### src/hw/rtl/set_assoc_cache_tag_controller_macros.svh
// Assertion helpers for the cache tag controller.
// Each expects clk and rst_n in scope.
`ifndef SET_ASSOC_CACHE_TAG_CONTROLLER_MACROS_SVH
`define SET_ASSOC_CACHE_TAG_CONTROLLER_MACROS_SVH

// same-cycle implication
`define SAC_ASSERT_IMP(lbl, ante, cons) \
  lbl: assert property (@(posedge clk) disable iff (!rst_n) (ante) |-> (cons)) \
    else $error("sac assertion failed");

// next-cycle implication
`define SAC_ASSERT_NXT(lbl, ante, cons) \
  lbl: assert property (@(posedge clk) disable iff (!rst_n) (ante) |=> (cons)) \
    else $error("sac assertion failed");

`endif

### src/hw/rtl/sac_pkg.sv
`timescale 1ns / 1ps
// ----------------------------------------------------------------------------
// sac_pkg
// Shared constants, types and helpers of the cache tag controller.
// ----------------------------------------------------------------------------
package sac_pkg;

  localparam int OFFSET_BITS = 6;
  localparam int SET_BITS    = 6;
  localparam int WAYS        = 4;
  localparam int ADDR_W      = 32;

  localparam int NSETS     = 1 << SET_BITS;
  localparam int SET_W     = (SET_BITS > 0) ? SET_BITS : 1;
  localparam int TAG_BITS  = ADDR_W - OFFSET_BITS - SET_BITS;
  localparam int WAY_W     = 3;
  localparam int WIDX_W    = (WAYS > 1) ? $clog2(WAYS) : 1;
  localparam int SWEEP_MAX = 4 * WAYS;
  localparam int CNT_W     = $clog2(SWEEP_MAX + 1);
  localparam int CFG_IDX_W = 2;

  localparam logic [ADDR_W-1:0] LINE_MASK =
    ~((ADDR_W'(1) << OFFSET_BITS) - ADDR_W'(1));
  localparam logic [ADDR_W-1:0] SET_MASK = ADDR_W'(NSETS - 1);

  localparam logic OP_WRITE     = 1'b0;
  localparam logic OP_READ      = 1'b1;
  localparam logic POLICY_FIFO  = 1'b0;
  localparam logic POLICY_CLOCK = 1'b1;

  typedef enum logic [CFG_IDX_W-1:0] {
    CFG_WRITE_THROUGH  = 2'd0,
    CFG_WRITE_ALLOCATE = 2'd1,
    CFG_REPLACE_POLICY = 2'd2
  } cfg_idx_t;

  typedef enum logic [1:0] {
    ST_IDLE,
    ST_READ,
    ST_LOAD,
    ST_EVAL
  } state_t;

  // one set: victim pointer plus per-way marks and tags
  typedef struct packed {
    logic [WAY_W-1:0]               ptr;
    logic [WAYS-1:0][1:0]           visit;
    logic [WAYS-1:0]                dirty;
    logic [WAYS-1:0][TAG_BITS-1:0]  tag;
  } row_t;

  localparam int ROW_W = $bits(row_t);

  typedef struct packed {
    logic accept;
    logic rd;
    logic load;
    logic step;
    logic commit;
  } cmd_t;

  typedef struct packed {
    logic step_needed;
    logic out_free;
  } sts_t;

  function automatic logic [WAY_W-1:0] next_way(input logic [WAY_W-1:0] w);
    logic [WAY_W-1:0] r;
    r = (w == WAY_W'(WAYS - 1)) ? '0 : w + WAY_W'(1);
    return r;
  endfunction

endpackage

### src/hw/rtl/sac_ctrl.sv
`timescale 1ns / 1ps
// ----------------------------------------------------------------------------
// sac_ctrl
// Sequencer: accept, set read, row load, then sweep steps and commit.
// ----------------------------------------------------------------------------
module sac_ctrl (
  input  logic          clk,
  input  logic          rst_n,
  input  logic          in_valid,
  output logic          in_ready,
  input  sac_pkg::sts_t sts,
  output sac_pkg::cmd_t cmd
);

  sac_pkg::state_t state_r, state_nxt;

  always_ff @(posedge clk) begin
    if (!rst_n) begin
      state_r <= sac_pkg::ST_IDLE;
    end else begin
      state_r <= state_nxt;
    end
  end

  always_comb begin
    state_nxt = state_r;
    cmd       = '0;
    in_ready  = 1'b0;
    case (state_r)
      sac_pkg::ST_IDLE: begin
        in_ready   = 1'b1;
        cmd.accept = in_valid;
        if (in_valid) begin
          state_nxt = sac_pkg::ST_READ;
        end
      end
      sac_pkg::ST_READ: begin
        cmd.rd    = 1'b1;
        state_nxt = sac_pkg::ST_LOAD;
      end
      sac_pkg::ST_LOAD: begin
        cmd.load  = 1'b1;
        state_nxt = sac_pkg::ST_EVAL;
      end
      sac_pkg::ST_EVAL: begin
        // CLOCK sweep advances way by way before the commit
        if (sts.step_needed) begin
          cmd.step = 1'b1;
        end else if (sts.out_free) begin
          cmd.commit = 1'b1;
          state_nxt  = sac_pkg::ST_IDLE;
        end
      end
      default: begin
        state_nxt = sac_pkg::ST_IDLE;
      end
    endcase
  end

endmodule

### config.mk
export PLATFORM = sky130hd
export DESIGN_NAME = sac_ctrl
export DESIGN_NICKNAME = d
export VERILOG_FILES = /design/src/hw/rtl/set_assoc_cache_tag_controller_macros.svh /design/src/hw/rtl/sac_pkg.sv /design/src/hw/rtl/sac_ctrl.sv
export SDC_FILE = /design/constraint.sdc
export NUM_CORES = 1
export LEC_CHECK = 0
export BUFFER_PORTS_ARGS = -buffer_cell sky130_fd_sc_hd__buf_4
export CAP_MARGIN = 20
export CORE_AREA = 2 2 39 41
export DETAILED_ROUTE_END_ITERATION = 12
export DIE_AREA = 0 0 41 43
export PLACE_DENSITY_LB_ADDON = 0.3
export SLEW_MARGIN = 20
export SYNTH_ARGS = -nofsm -noshare
export SYNTH_HDL_FRONTEND = slang
export SYNTH_SLANG_ARGS = --single-unit
### constraint.sdc
create_clock -name clk -period 1.3 [get_ports clk]
set_input_delay 0.065 -clock clk [delete_from_list [all_inputs] [get_ports clk]]
set_output_delay 0.065 -clock clk [all_outputs]
set_load 0.01 [all_outputs]
==> run_results.csv, run 1 <==
group,metric,value,unit
status,outcome,"finished clean",
finish,final_cells,49,
clocking,clkTransAtPathRegs,30,ps
worst_setup_path,critical_path.top_delay_family,"flip-flops",
yosys,yosys_register_bits,2,
finish,area_growth,65.31,%
timing,tns,0,ps
die,die-area,1763,sq um
global_route,grt_pass1_vias,161,
timing,period_share,92.47,%
placed_design,hpwl,332.3,microns
worst_setup_path,cp_max_fo,4,
clocking,clock_sinks,2,
finish,final_nets,44,
placed_design,dp_cells,46,
routing,wl,409,microns
die,die-height,43,microns
finish,n_antenna_cell,0,
finish,drive_above_1_share,54.55,%
placed_design,pre_cts_slack,73.98,ps
timing,tightest_slew,154.7,ps
worst_setup_path,crit_buf_inv,2,
hold_path,min_path_type,"input pin to flop",
clocking,clock_path_buffers,2,
worst_setup_path,crit_path_end_kind,"primary output",
worst_setup_path,crit_type,"flop to primary output",
yosys,synth_nets,29,
die,core_area,1384,sq um
yosys,synth_warnings,0,
worst_setup_path,max_stage_delay,340,ps
timing,finalHoldViolations,0,
timing,setup_violations,0,
global_route,grt_usage,6.012,%
timing,setup_slack,97.89,ps
finish,top_register,"state_r",
power_and_ir_drop,peakVddDrop,0.5702,mV
power_and_ir_drop,leakage,0.1617,nW
clocking,root_buffer,"clkbuf_4",
finish,largest_register_ffs,2,
routing,route.met2.wl,158,microns
placed_design,port-buffer-count,10,
die,pin_count,11,
timing,finalCriticalPeriod,1202,ps
clocking,hold_buffers,0,
placed_design,gp_congestion,0.6557,
die,die_w,41,microns
routing,drc,0,
worst_setup_path,path_cells,"inv_1 > ha_1 > and2_1 > buf_4",
timing,drv_slew,0,
yosys,yosysSeqAreaShare,21.77,%
global_route,overflow,0,
routing,drtIter0Drc,3,
routing,met1Wirelength,189,microns
global_route,antenna_found_initial,0,
yosys,synth.distinct_cells,13,
clocking,cts_tree,"built",
power_and_ir_drop,power.density,2090,nW/um^2
global_route,grt_pass1_wl,621,microns
yosys,avgSynthCellArea,9.196,sq um
worst_setup_path,cp_data_arrival_time,1140,ps
die,start_util,13.29,%
routing,firstDrtPassIters,2,
routing,wl_met3,62,microns
routing,vias_per_cell,3.510,
routing,dr_total_vias,172,
worst_setup_path,cp-start-kind,"flop",
finish,reg_top3,"state_r (2)",
die,fp-row-count,14,
clocking,clk_latency,220,ps
timing,timing.hold.ws,90.75,ps
yosys,synth_cells,20,
routing,top_layer,"met3",
yosys,synth_area,183.9,sq um
timing,skew,3.197,ps
clocking,cts_buffers,3,
timing,clock.fmax,831.9,MHz
clocking,cts-htree-levels,1,
routing,avgRoutedWirePerCell,8.347,microns
timing,timing.slew.headroom,89.68,%
worst_setup_path,crit_path_top_delay_cell,"dfxtp_2",
run,max_cap_viol_count,0,
routing,ant_nets,0,
global_route,grt_max_degree,5,
worst_setup_path,critPathRequiredTime,1240,ps
timing,rsz0062_at_grt,"no",
==> per-stage QoR <==
stage	utilization, %	instance area, sq um	power [mW]
2_1_floorplan	-	183.9	0.3523
3_3_place_gp	20.16	279.0	0.4993
3_5_place_dp	20.16	279.0	0.5008
4_1_cts	21.79	301.5	0.6448
5_1_grt	21.97	304.0	0.7131
6_report	21.97	304.0	0.6356
==> worst paths after layout <==
path | from | endpoint | slack, ps | cells past startpoint
setup / recovery | state_r[0] | cmd[4] | 100 | 4
hold / removal | rst_n | state_r[0] | 90 | 2
setup reg to reg | state_r[0] | state_r[1] | 120 | 5
hold reg to reg | state_r[1] | state_r[1] | 480 | 2
==> timing repair <==
action                     4_1_cts  5_1_grt
gates resized for setup          0        2
setup buffers                    0        0
setup endpoints to repair        0        1
==> cell usage in the layout (no fill, tap or decap) <==
| cell | synthesis | layout |
|---|---|---|
| nor2_1 | 1 | 1 |
| nand2b_4 | 1 | 1 |
| and2_1 | 1 | 1 |
| inv_1 | 3 | 3 |
| dfxtp_2 | 0 | 2 |
| nor2b_1 | 1 | 1 |
| and2_2 | 1 | 1 |
| mux2i_1 | 1 | 1 |
| clkbuf_4 | 0 | 3 |
| a21oi_2 | 1 | 1 |
| nand2_1 | 2 | 2 |
| o211a_1 | 1 | 1 |
| buf_4 | 0 | 10 |
| a211o_1 | 1 | 1 |
| ha_1 | 4 | 4 |
==> cell type report <==
class / count / area, sq um
multi-input cells: 15 / 132.6
well taps: 16 / 20.02
inverters: 3 / 11.26
fillers: 153 / 1080
flip-flops and latches: 2 / 42.54
repair buffers: 10 / 75.07
clock buffers: 3 / 22.52
==> Yosys cell counts <==
library cell,count,area [sq um]
and2_2,1,7.510
ha_1,4,50.05
a211o_1,1,8.760
nor2b_1,1,6.260
inv_1,3,11.26
nand2b_4,1,13.76
and2_1,1,6.260
o211a_1,1,10.01
nand2_1,2,7.510
nor2_1,1,3.750
dfxtp_1,2,40.04
a21oi_2,1,8.760
mux2i_1,1,10.01
==> routing by layer <==
layer  vias to the layer above  GRT usage (%)
met1                        70          6.070
met2                        11          5.938
met4                         0          8.000
met3                         0          5.236
li1                         91              -
met5                         -              0
==> logic make-up (layout without fill, tap and decap cells) <==
| group | Yosys count | count (layout) | share of synthesized area [%] |
|---|---|---|---|
| adder cells (fa/ha/maj) | 4 | 4 | 27.21 |
| AND/OR/NAND/NOR | 7 | 7 | 24.49 |
| flip-flops | 2 | 2 | 21.77 |
| buffers and inverters | 3 | 16 | 6.122 |
| multiplexers | 1 | 1 | 5.442 |
| AO/OA/AOI/OAI | 3 | 3 | 14.97 |
==> report_power, final <==
group          internal (mW)  total (mW)  leakage [nW]  switching [mW]
sequential             0.100       0.133        0.0172          0.0322
combinational          0.198       0.367         0.131           0.168
clock                  0.102       0.136        0.0138          0.0346
Note: power is estimated with default switching activity, not from simulation.
==> inputs of run 2 (changes only) <==
==> constraint.sdc (replaced) <==
create_clock -name clk -period 1.35 [get_ports clk]
set_input_delay 0.0675 -clock clk [delete_from_list [all_inputs] [get_ports clk]]
set_output_delay 0.0675 -clock clk [all_outputs]
set_load 0.1 [all_outputs]
==> run_results.csv, run 2 (synthesis gave the netlist of run 1 again) <==
group,metric,value,unit
die,start_util,13.29,%
routing,ant_nets,0,
routing,wl,417,microns
worst_setup_path,cp_data_arrival_time,1200,ps
clocking,cts_tree,"built",
routing,met1Wirelength,159,microns
global_route,antenna_found_initial,0,
worst_setup_path,reg2reg_depth,5,
die,pin_count,11,
timing,timing.slew.headroom,81.47,%
clocking,root_buffer,"clkbuf_4",
finish,final_common_cell,"buf_4",
worst_setup_path,regToRegEndpoint,"state_r[1]",
global_route,grt_pass1_wl,683,microns
die,fp-row-count,14,
placed_design,port-buffer-count,10,
routing,drc,0,
finish,drive_above_1_share,78.79,%
global_route,grt_pass1_vias,201,
hold_path,whs_path_depth,2,
finish,final_cells,49,
hold_path,min_from,"rst_n",
die,die-height,43,microns
global_route,grt_usage,6.006,%
timing,skew,2.045,ps
placed_design,dp_cells,46,
placed_design,hpwl,365.7,microns
die,core_area,1384,sq um
finish,final_nets,44,
timing,setup_violations,0,
worst_setup_path,cp_max_fo,4,
finish,layout_common_cells,"8 x buf_4, 3 x clkbuf_4",
worst_setup_path,worstSetupStartpoint,"state_r[0]",
timing,tightest_slew,280.3,ps
global_route,overflow,0,
worst_setup_path,worst-r2r-setup-slack,210,ps
worst_setup_path,critPathRequiredTime,1280,ps
clocking,clock_sinks,2,
routing,firstDrtPassIters,1,
status,outcome,"finished clean",
timing,finalHoldViolations,0,
clocking,cts_buffers,3,
clocking,hold_buffers,0,
routing,avgRoutedWirePerCell,8.510,microns
placed_design,gp_congestion,0.6305,
timing,tns,0,ps
finish,largest_register_ffs,2,
run,max_cap_viol_count,0,
worst_setup_path,worstReg2RegStart,"state_r[1]",
clocking,clkTransAtPathRegs,30,ps
timing,period_share,93.77,%
routing,vias_per_cell,3.776,
timing,drv_slew,0,
timing,rsz0062_at_grt,"no",
hold_path,hold_path_end,"state_r[0]",
placed_design,dpl_cell_area,321.6,sq um
die,die-area,1763,sq um
finish,final_area,360.3,sq um
finish,area_growth,95.92,%
finish,fill_cells,157,
global_route,grt_max_degree,5,
finish,top_register,"state_r",
routing,top_layer,"met3",
worst_setup_path,cp-start-kind,"flop",
die,die_w,41,microns
worst_setup_path,crit_path_end_kind,"primary output",
clocking,clock_path_buffers,2,
routing,wl_met3,41,microns
timing,finalCriticalPeriod,1266,ps
hold_path,min_path_type,"input pin to flop",
timing,clock.fmax,790.0,MHz
worst_setup_path,crit_type,"flop to primary output",
finish,n_antenna_cell,0,
routing,route.met2.wl,216,microns
routing,drtIter0Drc,0,
clocking,cts-htree-levels,1,
finish,reg_top3,"state_r (2)",
routing,dr_total_vias,185,
clocking,clk_latency,220,ps
## run 2: how the worst max path moves through the flow
stage | endpoint | cells past startpoint
after detailed placement | state_r[1] | 5
after global routing | cmd[4] | 4
after floorplan | state_r[0] | 5
final | cmd[4] | 4
after CTS | cmd[0] | 4
after global placement | cmd[0] | 4
## run 2: per-stage QoR
step	hold slack, ps	setup WS [ps]	util (%)
final	102.4	84.10	26.04
after global routing	108.6	22.15	26.04
after CTS	98.14	4.123	25.86
after detailed placement	330.9	133.7	23.24
after global placement	315.4	174.3	23.24
after floorplan	200.9	30.16	-
## run 2: layer usage
layer	vias up	global-route usage, %
li1	91	-
met1	84	6.051
met2	10	8.125
met3	0	3.141
met4	0	6.000
met5	-	0
## run 2: cell type report
class / instances / area (sq um) / area share (%)
repair buffers: 10 / 86.33 / 23.96
well taps: 16 / 20.02 / 5.556
clock buffers: 3 / 22.52 / 6.250
inverters: 3 / 11.26 / 3.125
flip-flops and latches: 2 / 42.54 / 11.81
multi-input cells: 15 / 177.7 / 49.31
## run 2: repair_timing
item	CTS	global route
buffers inserted	0	0
setup endpoints to repair	2	3
cloned	0	0
pin swaps	0	0
gates resized for setup	4	2
## run 2: worst max-delay path, stage by stage (launching register included)
cell     delay [ps]
dfxtp_2         330
inv_2           100
ha_4            150
and2_4          130
buf_4           270
Power of run 2 is left out: the tool's default activity adds up to more than one toggle a clock period on the data nets, which glitch-free logic cannot reach.
==> inputs of run 3 (changes only) <==
--- a/config.mk
+++ b/config.mk
@@ -5,7 +5,7 @@
 export SDC_FILE = /design/constraint.sdc
 export NUM_CORES = 1
 export LEC_CHECK = 0
-export BUFFER_PORTS_ARGS = -buffer_cell sky130_fd_sc_hd__buf_4
+export BUFFER_PORTS_ARGS = -buffer_cell sky130_fd_sc_hd__buf_2
 export CAP_MARGIN = 20
 export CORE_AREA = 2 2 39 41
 export DETAILED_ROUTE_END_ITERATION = 12
==> run_results.csv, run 3 (synthesis gave the netlist of run 1 again) <==
group,metric,value,unit
status,outcome,"finished clean",
timing,clock.fmax,795.4,MHz
clocking,hold_buffers,0,
clocking,clock_path_buffers,2,
clocking,clk_latency,220,ps
routing,drc,0,
worst_setup_path,critPathRequiredTime,1280,ps
placed_design,port-buffer-count,10,
worst_setup_path,worst-r2r-setup-slack,220,ps
worst_setup_path,regToRegEndpoint,"state_r[1]",
finish,top_register,"state_r",
finish,final_cells,49,
timing,period_share,93.13,%
placed_design,dp_cells,46,
routing,vias_per_cell,3.694,
routing,wl,416,microns
finish,multi_input_area,177.7,sq um
clocking,clkTransAtPathRegs,30,ps
timing,finalCriticalPeriod,1257,ps
routing,avgRoutedWirePerCell,8.490,microns
placed_design,gp_congestion,0.5963,
finish,seq_area,42.54,sq um
routing,ant_nets,0,
die,die-height,43,microns
global_route,overflow,0,
finish,reg_top3,"state_r (2)",
finish,area_growth,125.2,%
finish,fill_cells,140,
global_route,antenna_found_initial,0,
timing,timing.slew.headroom,92.62,%
global_route,grt_max_degree,5,
routing,dr_total_vias,181,
global_route,grt_pass1_wl,759,microns
clocking,cts_buffers,3,
run,max_cap_viol_count,0,
finish,drive_above_1_share,78.79,%
finish,n_antenna_cell,0,
worst_setup_path,max_stage_delay,370,ps
worst_setup_path,path_cells,"ha_2 > inv_1 > nor2_4 > buf_12",
timing,finalHoldViolations,0,
worst_setup_path,crit_buf_inv,2,
clocking,cts_setup_buffers,0,
clocking,clock_sinks,2,
clocking,cts-htree-levels,1,
worst_setup_path,crit_path_top_delay_cell,"dfxtp_2",
timing,setup_violations,0,
clocking,root_buffer,"clkbuf_4",
timing,rsz0062_at_grt,"no",
worst_setup_path,critical_path.top_delay_family,"flip-flops",
die,fp-row-count,14,
worst_setup_path,reg2reg_depth,5,
timing,tns,0,ps
finish,layout_common_cells,"6 x buf_12, 4 x buf_2, 3 x clkbuf_4",
finish,final_common_cell,"buf_12",
die,die-area,1763,sq um
worst_setup_path,cp-endpoint,"cmd[0]",
die,start_util,13.29,%
die,pin_count,11,
finish,largest_register_ffs,2,
routing,firstDrtPassIters,1,
hold_path,min_path_type,"input pin to flop",
global_route,grt_pass1_vias,200,
die,core_area,1384,sq um
timing,tightest_slew,107.6,ps
worst_setup_path,cp_data_arrival_time,1190,ps
worst_setup_path,cp_max_fo,4,
timing,drv_slew,0,
routing,drtIter0Drc,0,
die,die_w,41,microns
worst_setup_path,crit_type,"flop to primary output",
worst_setup_path,crit_path_end_kind,"primary output",
finish,final_nets,44,
timing,timing.hold.ws,105.0,ps
worst_setup_path,worstReg2RegStart,"state_r[1]",
worst_setup_path,cp.depth,4,
worst_setup_path,cp-start-kind,"flop",
worst_setup_path,worstSetupStartpoint,"state_r[1]",
timing,skew,5.645,ps
clocking,cts_tree,"built",
global_route,grt_usage,6.914,%
[run 3: cell types whose count changed in the layout (fill, tap and decap cells not counted)]
cell,delta
buf_2,+4
buf_6,-1
buf_4,-8
buf_8,-1
buf_12,+6
[run 3: what timing repair did]
item,4_1_cts,5_1_grt
pin swaps,0,0
setup endpoints to repair,2,1
gates cloned,0,0
gates resized for setup,2,1
[run 3: layout make-up]
class | count | share of cell area [%]
clock buffers | 3 | 5.438
inverters | 3 | 2.719
multi-input cells | 15 | 42.90
flip-flops and latches | 2 | 10.27
well taps | 16 | 4.834
repair buffers | 10 | 33.84
[run 3: routing by layer]
metal / global-route usage, % / vias to the layer above / share of wire, % / wire, microns
met5: 0 / - / 0 / 0
li1: - / 91 / - / -
met3: 4.712 / 0 / 11 / 47
met4: 6.000 / 0 / 0 / 0
met2: 10.00 / 10 / 44 / 184
met1: 6.070 / 80 / 44 / 184
[run 3: per-stage QoR]
step	instance area [sq um]	util, %	setup WS [ps]
2_1_floorplan	226.5	-	30.16
3_5_place_dp	386.6	27.94	140.3
5_1_grt	414.1	29.93	30.62
3_3_place_gp	386.6	27.94	168.4
4_1_cts	412.9	29.84	43.77
6_report	414.1	29.93	92.79
[run 3: worst min path at each step]
| stage | startpoint | endpoint | slack, ps | depth (start not counted) |
|---|---|---|---|---|
| after floorplan | rst_n | state_r[0] | 200 | 1 |
| after global placement | rst_n | state_r[0] | 340 | 2 |
| after detailed placement | rst_n | state_r[0] | 340 | 2 |
| after CTS | rst_n | state_r[0] | 100 | 2 |
| after global routing | rst_n | state_r[0] | 110 | 2 |
| final | rst_n | state_r[0] | 110 | 2 |
Power of run 3 is left out for the same reason.
